--- src/design/pdc_pkg.sv ---
package pdc_pkg;

   localparam int unsigned CHANNEL_ID = 1;
   localparam logic [2:0]  CHAN_POS   = 3'(CHANNEL_ID - 1);
   localparam logic [7:0]  CHAN_ID_BYTE = 8'(CHANNEL_ID);

   localparam logic [7:0] FULL_SCALE_RESET = 8'd250;
   localparam logic [7:0] BCAST_RESET      = 8'hFF;

   localparam logic [7:0] STATUS_QUERY   = 8'hFF;
   localparam logic [7:0] SW_CODE_MASK   = 8'h03;
   localparam logic [7:0] SW_CODE_TOGGLE = 8'h02;
   localparam logic [7:0] REMOTE_PROTO   = 8'h00;
   localparam logic [7:0] REMOTE_DEVICE  = 8'h02;
   localparam logic [7:0] KEY_OFF        = 8'h12;
   localparam logic [7:0] KEY_THIRD      = 8'h92;
   localparam logic [7:0] KEY_TWO_THIRDS = 8'h52;
   localparam logic [7:0] KEY_ON         = 8'hD2;
   localparam logic [7:0] TICK_MAX       = 8'hFF;

   localparam logic [1:0] LEN_SWITCH = 2'd1;
   localparam logic [1:0] LEN_DIMMER = 2'd3;

   // configuration register indexes
   localparam logic [0:0] CSR_FULL_SCALE = 1'b0;
   localparam logic [0:0] CSR_BCAST      = 1'b1;

   typedef enum logic [1:0] {
      OP_MESSAGE = 2'd0,
      OP_SAMPLE  = 2'd1,
      OP_TICK    = 2'd2,
      OP_NONE    = 2'd3
   } opcode_type;

   typedef enum logic [1:0] {
      KIND_SWITCH = 2'd0,
      KIND_DIMMER = 2'd1,
      KIND_REMOTE = 2'd2,
      KIND_OTHER  = 2'd3
   } msg_kind_type;

   typedef enum logic [0:0] {
      REPLY_SWITCH = 1'b0,
      REPLY_DIMMER = 1'b1
   } reply_kind_type;

   typedef struct packed {
      logic [1:0] opcode;
      logic [1:0] message_kind;
      logic [7:0] source_address;
      logic [7:0] message_size;
      logic [7:0] first_byte;
      logic [7:0] second_byte;
      logic [7:0] third_byte;
      logic       detector_level;
   } req_type;

   typedef struct packed {
      logic       relay_on;
      logic       light_on;
      logic       reply_valid;
      logic       reply_kind;
      logic [7:0] reply_address;
      logic [1:0] reply_length;
      logic [7:0] reply_byte0;
      logic [7:0] reply_byte1;
      logic [7:0] reply_byte2;
   } rsp_type;

   typedef struct packed {
      logic       light;
      logic [7:0] dim_level;
      logic       armed;
      logic       timer_run;
      logic       awaited;
      logic [7:0] tick_count;
      logic       relay;
   } state_type;

   // x/3 for 8-bit x via reciprocal multiply
   function automatic logic [7:0] div3_8(input logic [7:0] x);
      logic [15:0] prod;
      prod = 16'(x) * 16'd171;
      return {1'b0, prod[15:9]};
   endfunction

   // (2x)/3 for 8-bit x
   function automatic logic [7:0] two_thirds_8(input logic [7:0] x);
      logic [18:0] prod;
      prod = 19'({x, 1'b0}) * 19'd683;
      return prod[18:11];
   endfunction

endpackage

--- src/design/phase_angle_dimmer_controller_top.sv ---
// a request beat passes the input register, then the result register, before
// its response beat appears
// throughput: one beat per cycle; while a response waits, the input register
// takes at most one more beat before the request side stalls
// reset: synchronous, active high; clears the light, dimmer and phase state and
// restores full scale 250 and broadcast address 255
module phase_angle_dimmer_controller_top import pdc_pkg::*; (
   input  logic        clock,
   input  logic        reset,
   input  logic        req_tvalid,
   output logic        req_tready,
   // source_address, message_size, first_byte, second_byte, third_byte,
   // detector_level, zero fill
   input  logic [47:0] req_tdata,
   // opcode, message_kind
   input  logic [3:0]  req_tuser,
   output logic        rsp_tvalid,
   input  logic        rsp_tready,
   // relay_on, light_on, reply_address, reply_length, reply_byte0,
   // reply_byte1, reply_byte2, zero fill
   output logic [39:0] rsp_tdata,
   // reply_valid, reply_kind
   output logic [1:0]  rsp_tuser,
   input  logic        csr_we,
   input  logic [0:0]  csr_index,
   input  logic [7:0]  csr_wdata
);

   logic [7:0] full_scale_ff, full_scale_in;
   logic [7:0] bcast_ff, bcast_in;
   logic       out_valid_ff, out_valid_in;
   rsp_type    out_ff, out_in;

   req_type    req_item;
   req_type    item;
   rsp_type    result;
   logic       item_valid;
   logic       advance;

   assign req_item.opcode         = req_tuser[1:0];
   assign req_item.message_kind   = req_tuser[3:2];
   assign req_item.source_address = req_tdata[7:0];
   assign req_item.message_size   = req_tdata[15:8];
   assign req_item.first_byte     = req_tdata[23:16];
   assign req_item.second_byte    = req_tdata[31:24];
   assign req_item.third_byte     = req_tdata[39:32];
   assign req_item.detector_level = req_tdata[40];

   assign advance = item_valid && (!out_valid_ff || rsp_tready);

   pdc_input_stage u_input (
      .clock      (clock),
      .reset      (reset),
      .req_tvalid (req_tvalid),
      .req_tready (req_tready),
      .req_item   (req_item),
      .advance    (advance),
      .item_valid (item_valid),
      .item       (item)
   );

   pdc_ctrl u_ctrl (
      .clock      (clock),
      .reset      (reset),
      .advance    (advance),
      .item       (item),
      .full_scale (full_scale_ff),
      .bcast_addr (bcast_ff),
      .result     (result)
   );

   always_comb begin
      full_scale_in = full_scale_ff;
      bcast_in      = bcast_ff;
      if (csr_we) begin
         case (csr_index)
            CSR_FULL_SCALE: full_scale_in = csr_wdata;
            CSR_BCAST:      bcast_in      = csr_wdata;
            default: ;
         endcase
      end
   end

   always_comb begin
      out_valid_in = out_valid_ff;
      out_in       = out_ff;
      if (advance) begin
         out_valid_in = 1'b1;
         out_in       = result;
      end else if (rsp_tready) begin
         out_valid_in = 1'b0;
      end
   end

   always_ff @(posedge clock) begin
      if (reset) begin
         full_scale_ff <= FULL_SCALE_RESET;
         bcast_ff      <= BCAST_RESET;
         out_valid_ff  <= 1'b0;
      end else begin
         full_scale_ff <= full_scale_in;
         bcast_ff      <= bcast_in;
         out_valid_ff  <= out_valid_in;
      end
      out_ff <= out_in;
   end

   assign rsp_tvalid = out_valid_ff;
   assign rsp_tdata  = {4'd0, out_ff.reply_byte2, out_ff.reply_byte1, out_ff.reply_byte0,
                        out_ff.reply_length, out_ff.reply_address,
                        out_ff.light_on, out_ff.relay_on};
   assign rsp_tuser  = {out_ff.reply_kind, out_ff.reply_valid};

endmodule

--- src/design/pdc_input_stage.sv ---
module pdc_input_stage import pdc_pkg::*; (
   input  logic       clock,
   input  logic       reset,
   input  logic       req_tvalid,
   output logic       req_tready,
   input  req_type    req_item,
   input  logic       advance,
   output logic       item_valid,
   output req_type    item
);

   logic    valid_ff, valid_in;
   req_type item_ff, item_in;

   assign req_tready = !valid_ff || advance;

   always_comb begin
      valid_in = valid_ff;
      item_in  = item_ff;
      if (req_tready) begin
         valid_in = req_tvalid;
         if (req_tvalid) begin
            item_in = req_item;
         end
      end
   end

   always_ff @(posedge clock) begin
      if (reset) begin
         valid_ff <= 1'b0;
      end else begin
         valid_ff <= valid_in;
      end
      item_ff <= item_in;
   end

   assign item_valid = valid_ff;
   assign item       = item_ff;

endmodule

--- src/design/pdc_ctrl.sv ---
module pdc_ctrl import pdc_pkg::*; (
   input  logic       clock,
   input  logic       reset,
   input  logic       advance,
   input  req_type    item,
   input  logic [7:0] full_scale,
   input  logic [7:0] bcast_addr,
   output rsp_type    result
);

   state_type st_ff, st_in;

   logic [7:0] third_lvl;
   logic [7:0] two_third_lvl;
   logic [7:0] tick_next;
   logic [9:0] fire_margin;

   assign third_lvl     = div3_8(full_scale);
   assign two_third_lvl = two_thirds_8(full_scale);
   assign tick_next     = (st_ff.tick_count == TICK_MAX) ? TICK_MAX : st_ff.tick_count + 8'd1;
   assign fire_margin   = {2'b00, full_scale} - {2'b00, st_ff.dim_level};

   always_comb begin
      logic       sw_apply;
      logic       sw_light;
      logic       dim_apply;
      logic [7:0] dim_value;
      logic       reply;
      logic       reply_dim;
      logic [7:0] reply_addr;

      sw_apply   = 1'b0;
      sw_light   = 1'b0;
      dim_apply  = 1'b0;
      dim_value  = 8'd0;
      reply      = 1'b0;
      reply_dim  = 1'b0;
      reply_addr = item.source_address;
      st_in      = st_ff;

      case (opcode_type'(item.opcode))
         OP_MESSAGE: begin
            case (msg_kind_type'(item.message_kind))
               KIND_SWITCH: begin
                  if (item.message_size == 8'd1 && item.first_byte == STATUS_QUERY) begin
                     reply = 1'b1;
                  end else if (item.message_size == 8'd2) begin
                     if (item.first_byte <= SW_CODE_TOGGLE) begin
                        reply = 1'b1;
                        if (item.second_byte == CHAN_ID_BYTE) begin
                           sw_apply = 1'b1;
                           case (item.first_byte[1:0])
                              2'd0:    sw_light = 1'b0;
                              2'd1:    sw_light = 1'b1;
                              default: sw_light = !st_ff.light;
                           endcase
                        end
                     end else if (item.first_byte == SW_CODE_MASK) begin
                        reply    = 1'b1;
                        sw_apply = 1'b1;
                        sw_light = item.second_byte[CHAN_POS];
                     end
                  end
               end
               KIND_DIMMER: begin
                  if (item.message_size == 8'd1 && item.first_byte == STATUS_QUERY) begin
                     reply     = 1'b1;
                     reply_dim = 1'b1;
                  end else if (item.message_size == 8'd2 && item.first_byte[CHAN_POS]
                               && item.second_byte <= full_scale) begin
                     reply     = 1'b1;
                     reply_dim = 1'b1;
                     dim_apply = 1'b1;
                     dim_value = item.second_byte;
                  end
               end
               KIND_REMOTE: begin
                  if (item.first_byte == REMOTE_PROTO && item.second_byte == REMOTE_DEVICE) begin
                     reply_addr = bcast_addr;
                     case (item.third_byte)
                        KEY_OFF: begin
                           reply    = 1'b1;
                           sw_apply = 1'b1;
                           sw_light = 1'b0;
                        end
                        KEY_ON: begin
                           reply    = 1'b1;
                           sw_apply = 1'b1;
                           sw_light = 1'b1;
                        end
                        KEY_THIRD: begin
                           reply     = 1'b1;
                           reply_dim = 1'b1;
                           dim_apply = 1'b1;
                           dim_value = third_lvl;
                        end
                        KEY_TWO_THIRDS: begin
                           reply     = 1'b1;
                           reply_dim = 1'b1;
                           dim_apply = 1'b1;
                           dim_value = two_third_lvl;
                        end
                        default: ;
                     endcase
                  end
               end
               default: ;
            endcase
         end
         OP_SAMPLE: begin
            if (st_ff.armed && item.detector_level == st_ff.awaited) begin
               if (st_ff.awaited) begin
                  st_in.timer_run = 1'b0;
                  st_in.relay     = 1'b0;
               end else begin
                  st_in.timer_run = 1'b1;
               end
               st_in.tick_count = 8'd0;
               st_in.awaited    = !st_ff.awaited;
            end
         end
         OP_TICK: begin
            if (st_ff.timer_run) begin
               st_in.tick_count = tick_next;
               // signed compare: a level above a lowered full scale fires at once
               if ($signed(fire_margin) < $signed({2'b00, tick_next})) begin
                  st_in.relay = 1'b1;
               end
            end
         end
         default: ;
      endcase

      // static relay mode
      if (sw_apply) begin
         st_in.light     = sw_light;
         st_in.armed     = 1'b0;
         st_in.timer_run = 1'b0;
         st_in.relay     = sw_light;
      end

      if (dim_apply) begin
         st_in.dim_level = dim_value;
         st_in.light     = (dim_value != 8'd0);
         if (dim_value != 8'd0) begin
            st_in.armed = 1'b1;
         end else begin
            st_in.armed     = 1'b0;
            st_in.timer_run = 1'b0;
            st_in.relay     = 1'b0;
         end
      end

      result               = '0;
      result.relay_on      = st_in.relay;
      result.light_on      = st_in.light;
      result.reply_valid   = reply;
      if (reply) begin
         result.reply_address = reply_addr;
         if (reply_dim) begin
            result.reply_kind   = REPLY_DIMMER;
            result.reply_length = LEN_DIMMER;
            result.reply_byte0  = 8'd1;
            result.reply_byte1  = CHAN_ID_BYTE;
            result.reply_byte2  = st_in.dim_level;
         end else begin
            result.reply_kind   = REPLY_SWITCH;
            result.reply_length = LEN_SWITCH;
            result.reply_byte0  = 8'(st_in.light) << CHAN_POS;
         end
      end
   end

   always_ff @(posedge clock) begin
      if (reset) begin
         st_ff <= '0;
      end else if (advance) begin
         st_ff <= st_in;
      end
   end

endmodule
--- config.mk ---
export PLATFORM = sky130hd
export DESIGN_NAME = phase_angle_dimmer_controller_top
export DESIGN_NICKNAME = d
export VERILOG_FILES = /design/src/design/pdc_pkg.sv /design/src/design/phase_angle_dimmer_controller_top.sv /design/src/design/pdc_input_stage.sv /design/src/design/pdc_ctrl.sv
export SDC_FILE = /design/constraint.sdc
export NUM_CORES = 1
export LEC_CHECK = 0
export ABC_AREA = 1
export BUFFER_PORTS_ARGS = -buffer_cell sky130_fd_sc_hd__buf_4
export CORE_ASPECT_RATIO = 1.2
export CORE_UTILIZATION = 54
export CTS_CLUSTER_DIAMETER = 100
export DETAILED_ROUTE_END_ITERATION = 7
export GPL_ROUTABILITY_DRIVEN = 1
export PLACE_DENSITY_LB_ADDON = 0.3
export SLEW_MARGIN = 20
export SYNTH_ARGS = -nofsm -noshare
export SYNTH_HDL_FRONTEND = slang
export SYNTH_SLANG_ARGS = --single-unit
--- constraint.sdc ---
create_clock -name clock -period 4.5 [get_ports clock]
set_input_delay 0.9 -clock clock [delete_from_list [all_inputs] [get_ports clock]]
set_output_delay 0.9 -clock clock [all_outputs]
set_load 0.02 [all_outputs]
==> metrics, run 1 <==
outcome=completed; Hold Violations, Final=0; DR vias=6,883; worst setup margin=0.2218 ns; max frequency=233.7 MHz; Root Buffer=clkbuf_16; Sequential Area=2799 um2; Most used DFF post-synth=edfxtp_1; worst r2r path cells=23; Tot Pwr=3.864 mW; post-DP HPWL=14,730 um; Setup Crit Path Kind=reg2reg; post-layout min period=4.278 ns; vias per cell=5.183; CP cell instances=ha_4, fa_1, inv_1, fa_1, inv_1, fa_1, ha_4, nand2_1, buf_4, nor4_4, nand2_1, nand2_1, nand2_1, nand3_1, nand2_1, inv_1, nand2_1, nor2_2, nand2_2, nand2_2, nand3_2, nand2_1, inv_1; core area=14,900 um2; share of cells above drive strength 1=15.48%; diodes inserted=0; Place WS=0.003272 ns; placed insts=1,309; die area=15,690 um2; H-Tree Depth=3; ANT nets after route=0; PwrDens=403.4 nW/um2; Slowest-stage cell, CP=fa_1; clk_lat worst skew=0.35 ns; Die X=114.5 um; clock sinks=106; largest net degree at the start of global routing=46; Distinct cells, synth=45; Hold Crit Class=reg2reg; port bufs=84; Rel. slew slack=43.83%; Max Slew Vio Count=0; crit path max fanout=3; Starting Density=55.05%; hold slack=0.4804 ns; Die Span Y=137 um; sequential area share after synthesis=34.05%; CTS tree=built; Routed WL=18,270 um; non-filler cells, final=1,328; cell area after synthesis=8202 um2; Max Cap Viol=0; syn_area_per_cell=8.072 um2; final setup vio count=0; CP required=4.62 ns; Filler Cell Count=1,288; Synth-to-Final Area Change=16.78%; WL/cell=13.76 um; CTS Buf Count=9; skew final=0.01163 ns; cell taking the most area after synthesis=edfxtp_1; leakage=4.677 nW; Routability Congestion=0.9353; clk slew on worst S/H paths=0.08 ns; Arrival @ worst endpoint=4.39 ns; Remaining Overflow, GRT=0; initial antenna violation count=0; CP endpoint kind=flip-flop; Async SR Flop Fraction=0%; hold bufs inserted after CTS=0; critical path launch point type=flip-flop; Final #Nets=1,318; Hold Crit Depth=2; Synth warnings=0; cell count after synthesis=1,016; Synth top area share=24.53%; most frequent cell on the critical path=nand2_1; DR pass1 iterations=5; clock buffer depth=2; Max rail drop VDD=0.0002462 V; part of the cycle the worst path needs=95.07%; first-pass GRT wire length=29,750 um; Overall Global Routing Usage=24.43%; Post-synth EDFFs=67; FP Rows=49; final non-filler cell area=9578 um2; DR DRC count=0; vias in the first global route=6,576; I/O pins=110; register bit total from synthesis=106; largest cells by area after synthesis=edfxtp_1, ha_1, nand2_1; Slew @ Worst Pin=0.8394 ns; Multi-input gate area=4791 um2; dpl cell area=9085 um2; CP peak stage delay=0.55 ns; number of DRC markers in iteration 0=441
## cell families (layout without fill, tap and decap cells)
| group | Yosys count | count (layout) | synth area share (%) |
|---|---|---|---|
| compound gates | 124 | 124 | 8.558 |
| simple gates | 436 | 436 | 22.93 |
| xor+xnor | 13 | 13 | 1.388 |
| other cells | 1 | 18 | 0.04572 |
| buf+inv | 203 | 294 | 10.45 |
| flops | 106 | 106 | 34.05 |
| fa+ha+maj | 133 | 133 | 22.58 |
## synthesized netlist by cell type, drive strengths merged (3+ instances only)
library cell and instances:
nand4 14, a21oi 64, nand2 224, o211ai 11, nand3 64, buf 24
or2 4, nor3 13, o21ai 30, o21bai 7, nor2 109, edfxtp 67
nand3b 3, ha 108, xor2 11, a21o 4, dfxtp 39, fa 25
o21a 3, clkbuf 7, inv 171
## through the flow
stage / setup TNS, ns / utilization [%]
finish: 0 / 64.29
global route: -0.04517 / 64.29
floorplan: 0 / -
global placement: 0 / 60.98
detailed placement: 0 / 60.98
CTS: 0 / 62.90
## state kept, by name, summed over array words and instances (netlist names)
name	flops
u_input.item	45
rsp_tdata	20
full_scale_ff	8
bcast_ff	8
rsp_tuser	2
u_input.item_valid	1
u_ctrl.st_ff	21
rsp_tvalid	1
## area by class of cell
cell class / instances / share of cell area [%]
Clock buffer: 10 / 2.391
Clock inverter: 6 / 0.5879
Inverter: 172 / 6.767
Multi-Input combinational cell: 724 / 50.02
Sequential cell: 106 / 29.22
Tap cell: 204 / 2.665
Timing Repair Buffer: 106 / 8.347
## repair_timing
item                                   in CTS  in global routing
endpoints found under the hold margin       0                  0
pin swaps                                   0                 11
setup endpoints to repair                   1                  8
buffers inserted                            0                  3
gates resized for setup                     1                 37
## placed cells by master (no fill, tap or decap), types with 3 or more instances in the layout
master	n
edfxtp_1	67
inv_2	4
nand4_1	14
inv_1	165
dfxtp_1	34
nor2_4	5
o21bai_1	7
nand2_1	219
o211ai_1	11
a21o_1	4
xor2_1	11
conb_1	18
ha_1	100
dfxtp_2	5
o21ai_0	20
ha_4	8
o21a_1	3
buf_4	105
clkbuf_16	9
nor3_1	13
nor2_1	94
a21oi_1	60
a21oi_2	4
nand3_2	4
nor2_2	10
fa_1	25
o21ai_1	10
nand2_2	5
inv_8	3
nand3_1	58
nand3b_1	3
## where the power goes
group / internal (mW) / leakage (nW) / switching [mW]
clock: 0.390 / 0.139 / 0.382
sequential: 1.09 / 0.968 / 0.0276
combinational: 0.814 / 3.57 / 1.16
## per-layer routing
metal,GRT usage [%],share of wire [%],vias to the layer above
met4,11.11,3.7,0
met1,29.61,41,3140
met5,0,0,-
li1,-,-,3477
met2,43.70,51,218
met3,2.436,4.7,48
## path summary, 6_finish.rpt
path / startpoint / slack [ns] / end
setup / recovery: full_scale_ff[2] / 0.22 / rsp_tdata[12]
hold / removal: u_ctrl.st_ff[11] / 0.48 / u_ctrl.st_ff[11]
setup reg to reg: full_scale_ff[2] / 0.22 / rsp_tdata[12]
hold reg to reg: u_ctrl.st_ff[11] / 0.48 / u_ctrl.st_ff[11]
## worst max-delay path, delay by kind of cell, from the launching register on
family,cells,cell delay [ns]
flip-flops,1,0.34
buffers and inverters,5,0.35
adder cells (fa/ha/maj),5,2.09
AND/OR/NAND/NOR,13,1.24
No activity file was read; power rests on OpenSTA's default activity.
==> inputs of run 2 (changes only) <==
Settings changed: BUFFER_PORTS_ARGS -buffer_cell sky130_fd_sc_hd__buf_4 to -buffer_cell sky130_fd_sc_hd__buf_2, REMOVE_ABC_BUFFERS set to 1.
==> metrics, run 2 (synthesis results as in run 1) <==
Hold Path Origin=bcast_ff[2]; Arrival @ worst endpoint=4.38 ns (about the same); outcome=completed; max frequency=235.0 MHz (+0.53%); Hold Violations, Final=0 (unchanged); clk_lat worst skew=0.35 ns (about the same); Routed WL=18,130 um (-0.77%); CP endpoint kind=flip-flop; core area=14,900 um2 (unchanged); Overall Global Routing Usage=24.02% (-0.41 points); Hold Crit Depth=2 (unchanged); critical path launch point type=flip-flop; worst r2r path cells=27 (+17%); reg-to-reg slack, setup=0.24 ns (+0.02 ns); Tot Pwr=3.777 mW (-2.3%); I/O pins=110 (unchanged); leakage=4.564 nW (-2.4%); fin util=62.43% (-1.9 points); part of the cycle the worst path needs=94.57% (-0.50 points); Starting Density=55.05% (unchanged); PwrDens=406.1 nW/um2 (+0.66%); FP Rows=49 (unchanged); ANT nets after route=0 (unchanged); largest net degree at the start of global routing=46 (unchanged); Reg2Reg Capture Point=rsp_tdata[12]; clk slew on worst S/H paths=0.08 ns (about the same); diodes inserted=0 (unchanged); die area=15,690 um2 (unchanged); share of cells above drive strength 1=14.40% (-1.1 points); worst setup margin=0.2443 ns (+0.02252 ns); Max rail drop VDD=0.0002813 V (+14%); post-DP HPWL=14,400 um (-2.2%); Final #Nets=1,312 (-0.46%); Synth-to-Final Area Change=13.39%; Slew @ Worst Pin=0.8298 ns (-0.009669 ns); commonest non-fill, non-tap cells in the layout=nand2_1, inv_1, ha_1; hold slack=0.4794 ns (-0.001023 ns); H-Tree Depth=3 (unchanged); max reg flops=45 (unchanged); Die X=114.5 um (unchanged); vias per cell=5.200 (+0.34%); first-pass GRT wire length=29,410 um (-1.1%); Die Span Y=137 um (unchanged); DR vias=6,875 (-0.12%); hold endpoint=bcast_ff[2]; Max Slew Vio Count=0 (unchanged); clock sinks=106 (unchanged); clock buffer depth=2 (unchanged); commonest non-fill, non-tap cell in the layout=nand2_1; port bufs=84 (unchanged); TNS Setup=0 ns (unchanged); number of DRC markers in iteration 0=342 (-22%); DR pass1 iterations=4 (-1); Max Cap Viol=0 (unchanged); Reg2Reg Launch Point=full_scale_ff[2]; CP required=4.62 ns (about the same); CTS tree=built; Remaining Overflow, GRT=0 (unchanged); crit path max fanout=5 (+2); initial antenna violation count=0 (unchanged); Filler Cell Count=1,285 (-0.23%); Root Buffer=clkbuf_16; Setup Crit Path Kind=reg2reg; Rel. slew slack=44.48% (+0.65 points); final setup vio count=0 (unchanged); Hold Crit Class=reg2reg; Routability Congestion=0.8952 (-4.3%); Top reg by flops=u_input.item; DR DRC count=0 (unchanged); Place WS=-0.02253 ns (-0.02580 ns); WL/cell=13.72 um (-0.32%); vias in the first global route=6,599 (+0.35%); skew final=0.01437 ns (+0.002742 ns); post-layout min period=4.256 ns (-0.02252 ns); postcts setup bufs=0 (unchanged); CTS Buf Count=9 (unchanged)
==> run 2: timing repair <==
item,in CTS,in global routing
gates resized for setup,1,30
hold buffers,0,0
setup endpoints to repair,1,8
pin swaps,0,5
==> run 2: through the flow <==
| step | cell area [um2] | cells |
|---|---|---|
| 4_1_cts | 9144 | 1322 |
| 6_report | 9300 | 1322 |
| 2_1_floorplan | 8056 | 1002 |
| 3_5_place_dp | 8852 | 1306 |
| 3_3_place_gp | 8852 | 1306 |
| 5_1_grt | 9300 | 1322 |
==> run 2: layout make-up <==
| cell class | instances | area [um2] | share of cell area [%] |
|---|---|---|---|
| multi-input cells | 724 | 4763 | 51.22 |
| flip-flops and latches | 106 | 2798 | 30.08 |
| clock buffers | 10 | 229.0 | 2.462 |
| inverters | 172 | 648.1 | 6.969 |
| clock inverters | 6 | 62.56 | 0.6727 |
| well taps | 204 | 255.2 | 2.745 |
| repair buffers | 100 | 544.3 | 5.852 |
==> run 2: how the worst max path moves through the flow <==
stage	start	end	slack (ns)	depth (start not counted)
after CTS	full_scale_ff[2]	rsp_tdata[12]	0.05	20
after global routing	full_scale_ff[6]	rsp_tdata[12]	-0.02	26
after floorplan	full_scale_ff[4]	rsp_tdata[12]	0.30	21
after global placement	full_scale_ff[2]	rsp_tdata[12]	0.03	20
final	full_scale_ff[2]	rsp_tdata[12]	0.24	27
after detailed placement	full_scale_ff[2]	rsp_tdata[12]	-0.02	20
==> run 2: worst max-delay path, cell delays in order (launching register included) <==
cell and delay [ns]:
dfxtp_2 0.37, buf_6 0.14, ha_2 0.20, inv_1 0.05, fa_1 0.47, inv_1 0.05
fa_1 0.52, fa_1 0.46, ha_4 0.31, nand2_1 0.09, inv_1 0.08, nand2_1 0.05
nand2_1 0.07, inv_1 0.05, nand2_1 0.06, nand2_1 0.04, nand3_1 0.08, nand2_1 0.06
inv_1 0.08, nand2_1 0.09, nor2_1 0.11, nand2_1 0.10, nor2_4 0.15, nand2_2 0.08
nand2_2 0.08, nand3_1 0.09, nand2_1 0.06, inv_1 0.03
==> run 2: routing by layer <==
metal  GRT usage [%]  up-vias  share of wire, %  routed length (um)
li1                -     3479                 -                   -
met1           28.23     3162                42                7652
met2           43.13      184                50                9081
met3           2.702       50               3.9                 701
met4           12.27        0               3.8                 697
met5               0        -                 0                   0
==> run 2: report_power, final <==
group | internal [mW] | switching [mW] | total (mW)
sequential | 1.09 | 0.0266 | 1.11
combinational | 0.743 | 1.15 | 1.89
clock | 0.390 | 0.386 | 0.776
total | 2.22 | 1.56 | 3.78
